## config.mk

```make
export PLATFORM = sky130hd
export DESIGN_NAME = pop3_response_deframer_core
export DESIGN_NICKNAME = d
export VERILOG_FILES = /design/src/rtl/p3d_pkg.sv /design/src/rtl/p3d_step.sv /design/src/rtl/pop3_response_deframer_core.sv
export SDC_FILE = /design/constraint.sdc
export NUM_CORES = 1
export LEC_CHECK = 0
export ABC_AREA = 0
export ABC_CLOCK_PERIOD_IN_PS = 3100
export CAP_MARGIN = 20
export CORE_MARGIN = 1.5
export CORE_UTILIZATION = 62
export CTS_CLUSTER_SIZE = 28
export DETAILED_ROUTE_END_ITERATION = 7
export DONT_BUFFER_PORTS = 1
export GPL_ROUTABILITY_DRIVEN = 0
export PLACE_DENSITY = 0.8
export SYNTH_ARGS = -nofsm -noshare
export SYNTH_HDL_FRONTEND = slang
export SYNTH_SLANG_ARGS = --single-unit
export TNS_END_PERCENT = 20
```

## constraint.sdc

```tcl
create_clock -name clk_i -period 3.1 [get_ports clk_i]
set_input_delay 0.31 -clock clk_i [delete_from_list [all_inputs] [get_ports clk_i]]
set_output_delay 0.31 -clock clk_i [all_outputs]
set_load 0.03 [all_outputs]
```

## src/rtl/p3d_pkg.sv

```systemverilog
// Shared types and constants for the POP3 response deframer.
`default_nettype none

package p3d_pkg;

  // Characters of interest in the raw stream
  localparam logic [7:0] ChLf    = 8'h0A;
  localparam logic [7:0] ChCr    = 8'h0D;
  localparam logic [7:0] ChDot   = 8'h2E;
  localparam logic [7:0] ChPlus  = 8'h2B;
  localparam logic [7:0] ChMinus = 8'h2D;
  localparam logic [7:0] ChSpace = 8'h20;
  localparam logic [7:0] ChTab   = 8'h09;
  localparam logic [7:0] ChUpO   = 8'h4F;
  localparam logic [7:0] ChLoO   = 8'h6F;
  localparam logic [7:0] ChUpK   = 8'h4B;
  localparam logic [7:0] ChLoK   = 8'h6B;

  // Terminator lengths in delivered bytes
  localparam logic [2:0] StripNone    = 3'd0;
  localparam logic [2:0] StripLf      = 3'd1;
  localparam logic [2:0] StripCrLf    = 3'd2;
  localparam logic [2:0] StripLfDotLf = 3'd3;
  localparam logic [2:0] StripFull    = 3'd5;

  // Byte count saturation
  localparam logic [2:0] SeenMax = 3'd4;

  // Position within a line, for dot-unstuffing
  typedef enum logic [1:0] {
    PH_MID   = 2'd0,
    PH_START = 2'd1,
    PH_DOT   = 2'd2
  } line_phase_e;

  // First-line class
  typedef enum logic [1:0] {
    CLS_READY = 2'd0,
    CLS_OK    = 2'd1,
    CLS_ERR   = 2'd2,
    CLS_PEND  = 2'd3
  } status_class_e;

  // Per-response tracking state
  typedef struct packed {
    logic [31:0]   recent;  // last four raw bytes, newest in low byte
    line_phase_e   phase;
    logic [2:0]    seen;    // saturates at four
    status_class_e cls;
    logic          minus;   // first byte was '-'
  } p3d_state_t;

  localparam p3d_state_t StateRst = '{
    recent: 32'd0,
    phase:  PH_MID,
    seen:   3'd0,
    cls:    CLS_ERR,
    minus:  1'b0
  };

  // One result item
  typedef struct packed {
    logic [1:0] status;
    logic [2:0] strip;
    logic       done;
    logic       valid;
    logic [7:0] data;
  } p3d_result_t;

endpackage

`default_nettype wire

```

## src/rtl/p3d_step.sv

```systemverilog
// Per-byte terminator detection, first-line classification and dot-unstuffing.
`default_nettype none

module p3d_step
  import p3d_pkg::*;
(
  input  var p3d_state_t  state_i,
  input  var logic        multi_i,
  input  var logic [7:0]  byte_i,
  output p3d_state_t      state_o,
  output p3d_result_t     result_o
);

  logic [7:0]    p0, p1, p2, p3;
  logic [2:0]    count;
  status_class_e cls;
  logic          minus;
  logic          done;
  logic [2:0]    strip;
  logic          valid;
  line_phase_e   phase;
  logic          is_lf;

  assign p0    = state_i.recent[7:0];
  assign p1    = state_i.recent[15:8];
  assign p2    = state_i.recent[23:16];
  assign p3    = state_i.recent[31:24];
  assign count = state_i.seen + 3'd1;
  assign is_lf = (byte_i == ChLf);

  // First-line classification over the first three bytes
  always_comb begin
    cls   = state_i.cls;
    minus = state_i.minus;
    case (state_i.seen)
      3'd0: begin
        cls   = (byte_i == ChPlus) ? CLS_PEND : CLS_ERR;
        minus = (byte_i == ChMinus);
      end
      3'd1: begin
        if (state_i.cls == CLS_PEND) begin
          if (byte_i == ChSpace || byte_i == ChTab) begin
            cls = CLS_READY;
          end else if (byte_i != ChUpO && byte_i != ChLoO) begin
            cls = CLS_ERR;
          end
        end
      end
      3'd2: begin
        if (state_i.cls == CLS_PEND) begin
          cls = (byte_i == ChUpK || byte_i == ChLoK) ? CLS_OK : CLS_ERR;
        end
      end
      default: ;
    endcase
  end

  // End of response, found on raw bytes
  always_comb begin
    done  = 1'b0;
    strip = StripNone;
    if (is_lf) begin
      if (multi_i) begin
        if (count >= 3'd5 && p0 == ChCr && p1 == ChDot && p2 == ChLf && p3 == ChCr) begin
          done  = 1'b1;
          strip = StripFull;
        end else if (count >= 3'd3 && p0 == ChDot && p1 == ChLf) begin
          done  = 1'b1;
          strip = StripLfDotLf;
        end else if (minus && count >= 3'd4) begin
          done  = 1'b1;
          strip = (p0 == ChCr) ? StripCrLf : StripLf;
        end
      end else begin
        done  = 1'b1;
        strip = (count >= 3'd2 && p0 == ChCr) ? StripCrLf : StripLf;
      end
    end
  end

  // Dot-unstuffing: drop the second dot at line start
  always_comb begin
    valid = 1'b1;
    phase = PH_MID;
    if (is_lf) begin
      phase = PH_START;
    end else if (state_i.phase == PH_START && byte_i == ChDot) begin
      phase = PH_DOT;
    end else if (state_i.phase == PH_DOT && byte_i == ChDot) begin
      valid = 1'b0;
    end
  end

  // Result and next state; rearm on done
  always_comb begin
    result_o.data   = byte_i;
    result_o.valid  = valid;
    result_o.done   = done;
    result_o.strip  = strip;
    result_o.status = done ? ((cls == CLS_PEND) ? CLS_ERR : cls) : CLS_READY;

    if (done) begin
      state_o = StateRst;
    end else begin
      state_o.recent = {state_i.recent[23:0], byte_i};
      state_o.phase  = phase;
      state_o.seen   = (count > SeenMax) ? SeenMax : count;
      state_o.cls    = cls;
      state_o.minus  = minus;
    end
  end

endmodule

`default_nettype wire

```

## src/rtl/pop3_response_deframer_core.sv

```systemverilog
// Top level of the POP3 response deframer with dot-unstuffing.
//
//   channel   dir  handshake                     payload
//   s_axis    in   s_axis_tvalid_i/tready_o      tdata[7:0] data_byte
//   m_axis    out  m_axis_tvalid_o/tready_i      tdata out_byte, strip_count, status;
//                                                tuser out_valid; tlast done_res
//   cfg       in   cfg_we_i                      cfg_wdata_i multi_line_mode
//
// One item per cycle unless a held result stalls; the tracking state and the
// result register are loaded at the edge where an input item is accepted.
// Reset clears the tracking state, the mode register and the output valid.
// The input is ready whenever the result register is empty or being drained,
// so the input waits only in cycles where a held result is stalled.
`default_nettype none

module pop3_response_deframer_core
  import p3d_pkg::*;
(
  input  var logic        clk_i,
  input  var logic        rst_ni,
  // configuration
  input  var logic        cfg_we_i,
  input  var logic        cfg_wdata_i,       // [0] multi_line_mode
  // input stream
  input  var logic        s_axis_tvalid_i,
  output logic            s_axis_tready_o,
  input  var logic [7:0]  s_axis_tdata_i,    // [7:0] data_byte
  // result stream
  output logic            m_axis_tvalid_o,
  input  var logic        m_axis_tready_i,
  output logic [15:0]     m_axis_tdata_o,    // [7:0] out_byte, [10:8] strip_count,
                                             // [12:11] status, [15:13] zero
  output logic            m_axis_tuser_o,    // [0] out_valid
  output logic            m_axis_tlast_o     // done_res
);

  logic        multi_q;
  p3d_state_t  state_q, state_d;
  p3d_result_t res_q, res_d;
  logic        out_vld_q;
  logic        in_acc;

  assign s_axis_tready_o = !out_vld_q || m_axis_tready_i;
  assign in_acc          = s_axis_tvalid_i && s_axis_tready_o;

  // Per-byte logic
  p3d_step u_step (
    .state_i  (state_q),
    .multi_i  (multi_q),
    .byte_i   (s_axis_tdata_i),
    .state_o  (state_d),
    .result_o (res_d)
  );

  // Mode register
  always_ff @(posedge clk_i or negedge rst_ni) begin
    if (!rst_ni) begin
      multi_q <= 1'b0;
    end else if (cfg_we_i) begin
      multi_q <= cfg_wdata_i;
    end
  end

  // Tracking state
  always_ff @(posedge clk_i or negedge rst_ni) begin
    if (!rst_ni) begin
      state_q <= StateRst;
    end else if (in_acc) begin
      state_q <= state_d;
    end
  end

  // Output valid
  always_ff @(posedge clk_i or negedge rst_ni) begin
    if (!rst_ni) begin
      out_vld_q <= 1'b0;
    end else if (s_axis_tready_o) begin
      out_vld_q <= s_axis_tvalid_i;
    end
  end

  // Result payload
  always_ff @(posedge clk_i) begin
    if (in_acc) begin
      res_q <= res_d;
    end
  end

  assign m_axis_tvalid_o = out_vld_q;
  assign m_axis_tdata_o  = {3'b000, res_q.status, res_q.strip, res_q.data};
  assign m_axis_tuser_o  = res_q.valid;
  assign m_axis_tlast_o  = res_q.done;

endmodule

`default_nettype wire
```

**Yosys cells after proc, flatten, opt, wreduce, memory -nomap -nowiden**

Cells that the tools add are included.

- Register bits after elaboration: 57
- Word-level logic and storage cells: 86

- $add $sub $neg: 1
- $lt $le $gt $ge: 5
- Equality and inequality tests: 22
- Mux-type cells: 25
- Bitwise gates (word level): 1
- Reductions and logical operators: 19

Operators by type and width:

| kind | count |
|---|---|
| == test 8 x 4 -> 1 bit (second input constant) | 6 |
| == test 8 x 6 -> 1 bit (second input constant) | 6 |
| 2-to-1 mux 40 bit | 1 |
| 2-to-1 mux 2 bit | 10 |
| == test 8 x 7 -> 1 bit (second input constant) | 2 |
| != test 8 x 7 -> 1 bit (second input constant) | 2 |
| 2-to-1 mux 3 bit | 5 |
| logical AND 1 bit | 12 |
| 2-to-1 mux 1 bit | 8 |
| == test 2 bit (second input constant) | 3 |
| >= comparator 3 x 2 -> 1 bit (second input constant) | 2 |
| >= comparator 3 bit (second input constant) | 2 |
| one-hot mux 2 bit (3 select lines) | 1 |
| OR reduction 2 bit | 2 |
| adder 3 x 1 -> 3 bit (second input constant) | 1 |
| == test 3 x 1 -> 1 bit (second input constant) | 1 |
| == test 3 x 2 -> 1 bit (second input constant) | 1 |
| greater-than comparator 3 bit (second input constant) | 1 |
| logical NOT 3 bit | 1 |
| logical OR 1 bit | 3 |
| == test 2 x 1 -> 1 bit (second input constant) | 1 |
| logical NOT 1 bit | 1 |
| NOT 1 bit | 1 |

**Depth between registers and ports, before layout**

Gate-level depths: netlist of run 1.

- Depth after elaboration: 11
- Gate-level depth with buffers: 9

**By module**

Synthesis of run 1 repeated with hierarchy kept, for this count alone.

- Cells, all modules: 242
- Area total of the unflattened synthesis: 3,145.5 µm²

By module, submodules not included:

| module | times used | cells each | area each (µm²) | sequential area each (µm²) |
|---|---|---|---|---|
| pop3_response_deframer_core | 1 | 110 | 2,217.1 | 1,502.7 |
| p3d_step | 1 | 132 | 928.4 | 0.0 |

**Worst setup path after synthesis of run 1**

No wires, ideal clock.

- Path kind: reg2reg
- Start point: register out_vld_q (netlist: m_axis_tvalid_o)
- End point: register res_q (netlist bit m_axis_tdata_o[0]), enable pin
- Library setup time: 385 ps
- Data arrival time: 2,043 ps
- Required time: 2,715 ps
- Setup slack: 672 ps
- Stages on the path, launching flop included: 6
- Buffers on the path: 2
- Period minus slack after synthesis: 2,428 ps
- Path through: dfrtp_1 > nand2b_1 > nand2_1 > inv_1 > clkbuf_1 > buf_1

- Cells in the longest elaborated chain, start to end: 3

Ends and longest elaborated chain:

| what | line | RTL |
|---|---|---|
| from (decl) | pop3_response_deframer_core.sv:40 | `logic out_vld_q;` |
| from (signal assigned) | pop3_response_deframer_core.sv:78 | `out_vld_q <= s_axis_tvalid_i;` |
| logical NOT 1 bit | pop3_response_deframer_core.sv:43 | `assign s_axis_tready_o = !out_vld_q \|\| m_axis_tready_i;` |
| logical OR 1 bit | pop3_response_deframer_core.sv:43 |  |
| net s_axis_tready_o | pop3_response_deframer_core.sv:26 | `output logic s_axis_tready_o,` |
| logical AND 1 bit | pop3_response_deframer_core.sv:44 | `assign in_acc = s_axis_tvalid_i && s_axis_tready_o;` |
| net in_acc | pop3_response_deframer_core.sv:41 | `logic in_acc;` |
| to (signal assigned) | pop3_response_deframer_core.sv:85 | `res_q <= res_d;` |
| to (decl) | pop3_response_deframer_core.sv:39 | `p3d_result_t res_q, res_d;` |

The timed path passes the listed nets, and every way through them passes these cells.
A chain may end at the register's enable or synchronous reset.

**Worst setup path after layout of run 1**

- Start point: register state_q[3] (netlist bit)
- End point: register res_q (netlist bit m_axis_tdata_o[11]) (data pin)

- Cells in the longest elaborated chain, start to end: 11
- Elaborated cells on any way between the ends: 24
- Classes of those cells: add/sub (1); order compare (3); eq/ne (3); mux (7); bitwise (1); reduce/logical (9)

Ends and longest elaborated chain:

| what | line | RTL |
|---|---|---|
| from (decl) | pop3_response_deframer_core.sv:38 | `p3d_state_t state_q, state_d;` |
| from (signal assigned) | pop3_response_deframer_core.sv:67 | `state_q <= StateRst;` |
| from (signal assigned) | pop3_response_deframer_core.sv:69 | `state_q <= state_d;` |
| adder 3 x 1 -> 3 bit | p3d_step.sv:28 | `assign count = state_i.seen + 3'd1;` |
| >= comparator 3 bit | p3d_step.sv:64 | `if (count >= 3'd5 && p0 == ChCr && p1 == ChDot && p2 == ChLf && p3 == ChCr) begin` |
| logical AND 1 bit (4 in series) | p3d_step.sv:64 |  |
| 2-to-1 mux 1 bit | p3d_step.sv:64 |  |
| 2-to-1 mux 1 bit | p3d_step.sv:63 | `if (multi_i) begin` |
| 2-to-1 mux 1 bit | p3d_step.sv:62 | `if (is_lf) begin` |
| NOT 1 bit (no source line) | - |  |
| OR reduction 2 bit (no source line) | - |  |

Several ways; a longest one is shown, not always the timed one.

==> results of run 1 <==
## registers in the layout (all words and copies together), names as in the netlist
register,cells
state_q,40
m_axis_tdata_o,13
m_axis_tlast_o,1
m_axis_tuser_o,1
m_axis_tvalid_o,1
multi_q,1
## final timing paths
| path | startpoint | endpoint | slack [ns] | depth (start not counted) |
|---|---|---|---|---|
| setup / recovery | state_q[3] | m_axis_tdata_o[11] | 0.41 | 8 |
| hold / removal | s_axis_tdata_i[2] | m_axis_tdata_o[2] | 0.06 | 0 |
| setup reg to reg | state_q[3] | m_axis_tdata_o[11] | 0.41 | 8 |
| hold reg to reg | state_q[32] | state_q[32] | 0.48 | 2 |
| max in group asynchronous | rst_ni | state_q[2] | 2.38 | 2 |
| min in group asynchronous | rst_ni | state_q[38] | 0.45 | 2 |
## per-layer routing
metal	vias up	wire length [um]	global-route usage
li1	986	-	-
met1	1029	2600	0.364
met2	97	2810	0.391
met3	9	376	0.0877
met4	0	78	0.0871
met5	-	0	0
## critical path: cells and delay by family, from the launching register on
kind / cells / cell delay, ns
compound gates: 3 / 0.66
fa+ha+maj: 1 / 0.35
buf+inv: 2 / 0.42
flops: 1 / 0.42
simple gates: 2 / 0.59
## cells by family after synthesis
group           count (synthesis)
simple gates                  144
flops                          57
compound gates                 52
buf+inv                        20
fa+ha+maj                       4
mux                             2
other cells                     1
xor+xnor                        1
## area by class of cell
cell class / count / area [um2] / area share
Timing Repair Buffer: 6 / 60.1 / 0.0202
Multi-Input combinational cell: 206 / 1110 / 0.373
Clock buffer: 14 / 183 / 0.0615
Inverter: 5 / 18.8 / 0.00632
Tap cell: 50 / 62.6 / 0.0211
Clock inverter: 2 / 35.0 / 0.0118
Sequential cell: 57 / 1500 / 0.506
## power by group through the flow
stage | Sequential (mW) | Combinational, mW | Clock [mW]
after floorplan | 0.993 | 0.316 | 0
after global placement | 1.03 | 0.362 | 0
after detailed placement | 1.03 | 0.377 | 0
after CTS | 1.02 | 0.404 | 0.753
after global routing | 1.03 | 0.455 | 0.801
final | 1.02 | 0.407 | 0.751
## per-stage QoR
step | setup slack, ns | std cells | total power [mW]
finish | 0.409 | 340 | 2.18
global route | 0.257 | 340 | 2.29
CTS | 0.421 | 340 | 2.17
detailed placement | 0.467 | 322 | 1.41
global placement | 0.544 | 322 | 1.39
floorplan | 0.672 | 283 | 1.31
## cells in the final DEF (no fill, tap or decap), types with 2 or more instances in the layout
cell type / n
or4_1: 2
buf_4: 4
o21ai_1: 4
ha_1: 4
nor4bb_1: 4
inv_1: 4
nor2_1: 12
nand2b_1: 4
nand3_1: 4
nor3_1: 5
and2_1: 2
edfxtp_1: 15
dfrtp_1: 41
nor3b_1: 2
o22ai_1: 2
nor2b_1: 2
a211oi_1: 2
or3b_2: 2
a21oi_1: 4
nand4_1: 5
clkbuf_8: 13
conb_1: 3
nand3b_1: 3
or3_1: 3
o21ai_0: 30
nor4_1: 5
nand2_1: 83
==> reports/qor.csv, run 1 <==
metric;value;unit
syn_to_final_growth;9.75;%
postSynth.asyncResetShare;0.737;
whs;0.0601;ns
fin_crit;2.69;ns
slowest_delay;0.45;ns
yosysSeqAreaShare;0.555;
slew_headroom;0.628;
p_leak;1.25;nW
ys_top_cells_by_count;nand2_1, dfrtp_1, o21ai_0;
rsz0062_at_grt;no;
grt_pass1_wl;9760;um
clock_latency;0.34;ns
n_antenna_cell;0;
wl;5870;um
muxShareOfSynthArea;0.00786;
ant_nets;0;
layout.nets;303;
netlist_instances;281;
synth-simple-area-share;0.261;
synth_compound_area_frac;0.115;
drt-vias-per-instance;6.24;
htreeDepth;3;
crit_fanout;31;
fillers;287;
placed_area;2720;um2
coreArea;4090;um2
track_usage;0.262;
setup_viol;0;
synth_cell_type_count;51;
fin_area;2970;um2
post-route-period-util;0.868;
final_util;0.727;
p_per_area;734;nW/um2
drt-pass1-iter-count;5;
start_kind;flop;
numCtsBuffers;9;
die-area;4770;um2
max-cap-violations;0;
p_comb_frac;0.187;
die_w;69.1;um
drc;0;
synth_area_leaders;dfrtp_1, edfxtp_1, nand2_1;
std_cell_rows;23;
end_kind;flop;
synthXorXnorAreaFrac;0.00324;
p_sw;0.662;mW
finalHoldViolCount;0;
cts_tree;done;
clock-sinks;57;
arrival;2.79;ns
cts_setup_buffers;0;
drt-wirelength-per-cell;17.3;um
status;finished, final reports clean;
grt_max_degree;43;
cts_root_buf;clkbuf_8;
die_h;69.1;um
seqPwrFrac;0.468;
clk_pin_slew;0.07;ns
hpwlAfterDp;3730;um
grt-ovfl-total;0;
cpMaxStageDelayCell;or3b_2;
io_pins;34;
synth_fa_ha_area_frac;0.0185;
syn-cell-area;2710;um2
clock_path_buffers;2;
hold_class;in -> reg;
intPower;1.52;mW
synthMostInstantiatedCell;nand2_1;
vdd_drop_max;0.000317;V
ctsHoldBuffers;2;
synth_top_family_by_area;simple AND/OR/NAND/NOR gates;
drtIter0Drc;215;
critical_path_required;3.20;ns
start_util;0.662;
synth.largest_area_cell;dfrtp_1;
synth-edff-count;15;
tns;0;ns
synth_seq_cells;57;
clockPowerShare;0.345;
vias;2121;
drive_gt1_frac;0.103;
synth_area_per_cell;9.63;um2
yosysWarnings;0;
slew_violations;0;
numPortBuffers;0;
netSwitchingFraction;0.304;
crit_chain;inv_1 -> ha_1 -> or3b_2 -> nand4_1 -> o41ai_1 -> o31ai_2 -> inv_2 -> o211a_1;
antenna_found_initial;0;
fin_skew;0.00699;ns
synth_flop_cell;dfrtp_1;
grt_pass1_vias;2011;
synth_top_area_frac;0.379;
tightest_slew;0.550;ns
cts_resized;0;
fmax;0.372;GHz
worstSetupPathType;reg -> reg;
(Power assumes the default switching activity.)
==> run 2, diff against run 1 <==
- CORE_UTILIZATION: 62 -> 65
- CTS_BUF_LIST: default -> sky130_fd_sc_hd__clkbuf_4 sky130_fd_sc_hd__clkbuf_8
- HOLD_SLACK_MARGIN: default -> 0.08
- PLACE_DENSITY: 0.8 -> 0.83
==> run 2 against run 1 <==
Compared with the run above:
- critical path depth is 1 lower
- sequential share of layout area fell by 0.36 points
- combinational power rose by 2%
- worst hold slack gained 0.028 ns
- die area decreased by 4.4%
- maximum frequency grew 1.6%
- wire length up 4.0%
- sequential power barely moved
- highest routed layer unchanged
- non-clock buffer count is 6 higher
==> reports/qor.csv, run 2 (same netlist as run 1, synthesis figures left out) <==
metric;value;unit
n_antenna_cell;0;
hold_class;in -> reg;
finalHoldViolCount;0;
drt-wirelength-per-cell;17.6;um
holdPathEnd;state_q[15];
rsz0062_at_grt;no;
wl;6100;um
fin_skew;0.00530;ns
numPortBuffers;0;
syn_to_final_growth;10.5;%
grtUsageMet1;0.424;
hold_depth;2;
die_h;67.5;um
regMostFlops;state_q;
cts_tree;done;
tns;0;ns
total_power;2.02;mW
met2_usage;0.453;
ant_nets;0;
slew_violations;0;
status;finished, final reports clean;
crit_fanout;31;
start_util;0.677;
worstSetupPathType;reg -> reg;
setup_viol;0;
htreeDepth;3;
cts_resized;0;
grt-ovfl-total;0;
busiest_layer;met2;
grt_util_met3;0.0800;
clk_pin_slew;0.06;ns
r2r-start;state_q[3];
hpwlAfterDp;3840;um
ff2ff_path_depth;7;
grt_pass1_wl;9950;um
coreArea;4000;um2
die-area;4560;um2
hp-start;s_axis_tdata_i[7];
r2r_end;m_axis_tdata_o[11];
end_kind;flop;
largest_reg_flops;40;
cts_setup_buffers;0;
drive_gt1_frac;0.0811;
fin_crit;2.65;ns
slew_headroom;0.396;
critical_path_required;3.31;ns
placed_area;2720;um2
arrival;2.86;ns
track_usage;0.305;
start_kind;flop;
layout_commonest_cell;nand2_1;
post-route-period-util;0.854;
p_leak;1.25;nW
cpMaxStageDelayCell;o41ai_1;
p_per_area;674;nW/um2
drtIter0Drc;333;
layout.nets;309;
numCtsBuffers;9;
crit_chain;ha_1 -> xor2_1 -> nand4_1 -> o41ai_1 -> o31ai_2 -> inv_2 -> o211a_1;
vdd_drop_max;0.000355;V
drc;0;
slowest_delay;0.50;ns
fin_area;2990;um2
grt_max_degree;44;
drt-vias-per-instance;6.34;
std_cell_rows;23;
fmax;0.378;GHz
clock_path_buffers;2;
clock-sinks;57;
max-cap-violations;0;
tightest_slew;0.897;ns
clock_latency;0.33;ns
grt_pass1_vias;2056;
antenna_found_initial;0;
cts_root_buf;clkbuf_8;
drt-pass1-iter-count;5;
die_w;67.5;um
vias;2194;
io_pins;34;
mostFrequentLayoutCells;nand2_1, dfrtp_1, o21ai_0, edfxtp_1, nor2_1;
reg2reg_slack;0.45;ns
run 2: changes by cell type in the layout (fill, tap and decap cells not counted):
cell and change:
bufinv_16 -1, buf_12 +1, clkinv_1 +5, buf_4 -3, clkbuf_8 -3, dlygate4sd3_1 +8
clkbuf_1 -1
run 2: how the worst max path moves through the flow:
stage                               to  slack, ns             from  cells after the start
detailed placement  m_axis_tdata_o[11]       0.47       state_q[3]                      8
floorplan            m_axis_tdata_o[0]       0.67  m_axis_tvalid_o                      5
global placement    m_axis_tdata_o[11]       0.58       state_q[3]                      8
global route               state_q[33]       0.22      state_q[12]                      6
CTS                 m_axis_tdata_o[11]       0.47       state_q[3]                      8
finish              m_axis_tdata_o[11]       0.45       state_q[3]                      7
run 2: stage by stage:
step                      cells  hold WS [ns]  worst slack (ns)   util
after floorplan             283        0.0144             0.672      -
after global placement      320        0.0159             0.577  0.680
after detailed placement    320        0.0155             0.472  0.680
after CTS                   346        0.0841             0.474  0.748
after global routing        346        0.0837             0.217  0.748
final                       346        0.0883             0.452  0.748
run 2: area by class of cell:
cell class / count / area [um2]
flip-flops and latches: 57 / 1500
multi-input cells: 206 / 1110
fillers: 286 / 1010
clock buffers: 10 / 138
repair buffers: 12 / 138
well taps: 50 / 62.6
clock inverters: 6 / 23.8
inverters: 5 / 18.8
run 2: per-layer routing:
metal  vias to the layer above  part of all wire
li1                       1005                 -
met1                      1077              0.43
met2                        96              0.49
met3                        16             0.064
met4                         0             0.019
met5                         -                 0
run 2: critical path, delay by kind of cell, from the launching register on:
family	cells	cell delay, ns
DFF	1	0.40
AOI/OAI and AO/OA	3	0.88
adders and majority gates	1	0.32
xor gates and xnor gates	1	0.30
and+or+nand+nor	1	0.21
buffers and inverters	1	0.41
run 2: power by group:
part | internal (mW) | switching [mW] | total [mW]
registers | 0.896 | 0.127 | 1.02
logic | 0.171 | 0.245 | 0.416
clock network | 0.296 | 0.281 | 0.577
run 2: repair_timing:
item                                   CTS  global route
hold buffers                            10             0
endpoints found under the hold margin   51             0
setup endpoints to repair                0             0
==> run 3, diff against run 2 <==
- MAX_ROUTING_LAYER: default -> met4
==> run 3 against run 2 <==
Compared with the run above:
- combinational power about the same
- sequential share of layout area unchanged
- worst hold slack worse by 0.0017 ns
- register-to-register slack worse by 0.05 ns
- wire length down 0.62%
- power down 0.13%
- critical path type unchanged
- clock skew about the same
- final area unchanged
- critical path depth down 1
- via count up 0.46%
==> reports/qor.csv, run 3 (same netlist as run 1, synthesis figures left out) <==
metric;value;unit
drt-pass1-iter-count;5;
grt_pass1_wl;9980;um
tns;0;ns
end_kind;flop;
syn_to_final_growth;10.5;%
die_h;67.5;um
vias;2204;
p_leak;1.25;nW
clock_latency;0.34;ns
drtIter0Drc;339;
drt-wirelength-per-cell;17.5;um
dp_slack;0.472;ns
std_cell_rows;23;
clock_path_buffers;2;
worstSetupPathType;reg -> reg;
numCtsBuffers;9;
slew_violations;0;
setup_viol;0;
arrival;2.91;ns
hold_class;in -> reg;
cts_root_buf;clkbuf_8;
ctsHoldBuffers;10;
ant_nets;0;
fmax;0.370;GHz
fin_crit;2.70;ns
fin_skew;0.00577;ns
rsz0062_at_grt;no;
die-area;4560;um2
drt-vias-per-instance;6.37;
die_w;67.5;um
clock-sinks;57;
whs;0.0866;ns
max-cap-violations;0;
crit_fanout;31;
grt_pass1_vias;2054;
tightest_slew;0.823;ns
track_usage;0.313;
hpwlAfterDp;3840;um
htreeDepth;3;
numPortBuffers;0;
wl;6060;um
status;finished, final reports clean;
cts_resized;0;
post-route-period-util;0.871;
antenna_found_initial;0;
grt_max_degree;44;
mostFrequentLayoutCells;nand2_1, dfrtp_1, o21ai_0, edfxtp_1, nor2_1;
vdd_drop_max;0.000356;V
clk_pin_slew;0.06;ns
largest_reg_flops;40;
finalHoldViolCount;0;
critical_path_required;3.31;ns
coreArea;4000;um2
slew_headroom;0.446;
final_util;0.748;
layout.nets;309;
start_util;0.677;
regMostFlops;state_q;
p_per_area;673;nW/um2
cts_setup_buffers;0;
layout_commonest_cell;nand2_1;
start_kind;flop;
io_pins;34;
drive_gt1_frac;0.0811;
n_antenna_cell;0;
fin_ws;0.398;ns
drc;0;
grt-ovfl-total;0;
cts_tree;done;
==> run 3: cell counts in the layout (fill, tap and decap cells not counted) <==
No cell type changed its count.
==> run 3: critical path, stage by stage, from the launching register on <==
cell     delay, ns
dfrtp_1       0.41
nor4b_2       0.37
nand4_1       0.31
nor4_1        0.65
o31ai_2       0.20
inv_2         0.43
o211a_1       0.22
==> run 3: path summary, 6_finish.rpt <==
check,startpoint,endpoint,slack [ns],cells past startpoint
setup / recovery,state_q[12],m_axis_tdata_o[11],0.40,6
hold / removal,s_axis_tdata_i[7],state_q[15],0.09,2
min in group asynchronous,rst_ni,state_q[10],0.45,2
setup reg to reg,state_q[12],m_axis_tdata_o[11],0.40,6
hold reg to reg,state_q[32],state_q[32],0.47,2
max in group asynchronous,rst_ni,state_q[2],2.39,2
==> run 3: layout make-up <==
| class | instances | area (um2) |
|---|---|---|
| clock buffer | 10 | 138 |
| clock inverter | 6 | 23.8 |
| fill | 286 | 1010 |
| inverter | 5 | 18.8 |
| multi-input combinational | 206 | 1110 |
| sequential | 57 | 1500 |
| tap | 50 | 62.6 |
| timing repair buffer | 12 | 138 |
==> run 3: per-stage QoR <==
| step | area (um2) | power [mW] | instances |
|---|---|---|---|
| 2_1_floorplan | 2710 | 1.31 | 283 |
| 3_3_place_gp | 2720 | 1.38 | 320 |
| 3_5_place_dp | 2720 | 1.41 | 320 |
| 4_1_cts | 2990 | 2.00 | 346 |
| 5_1_grt | 2990 | 2.12 | 346 |
| 6_report | 2990 | 2.01 | 346 |
==> run 3: power by group <==
part           internal (mW)  total (mW)  switching (mW)
logic                  0.171       0.416           0.245
registers              0.896        1.02           0.127
clock network          0.296       0.575           0.279
==> run 3: layer usage <==
layer / up-vias / routed length, um / GRT usage
met5: - / 0 / -
met4: 0 / 155 / 0.133
met3: 25 / 444 / 0.0733
met2: 120 / 2910 / 0.453
met1: 1057 / 2550 / 0.426
li1: 1002 / - / -
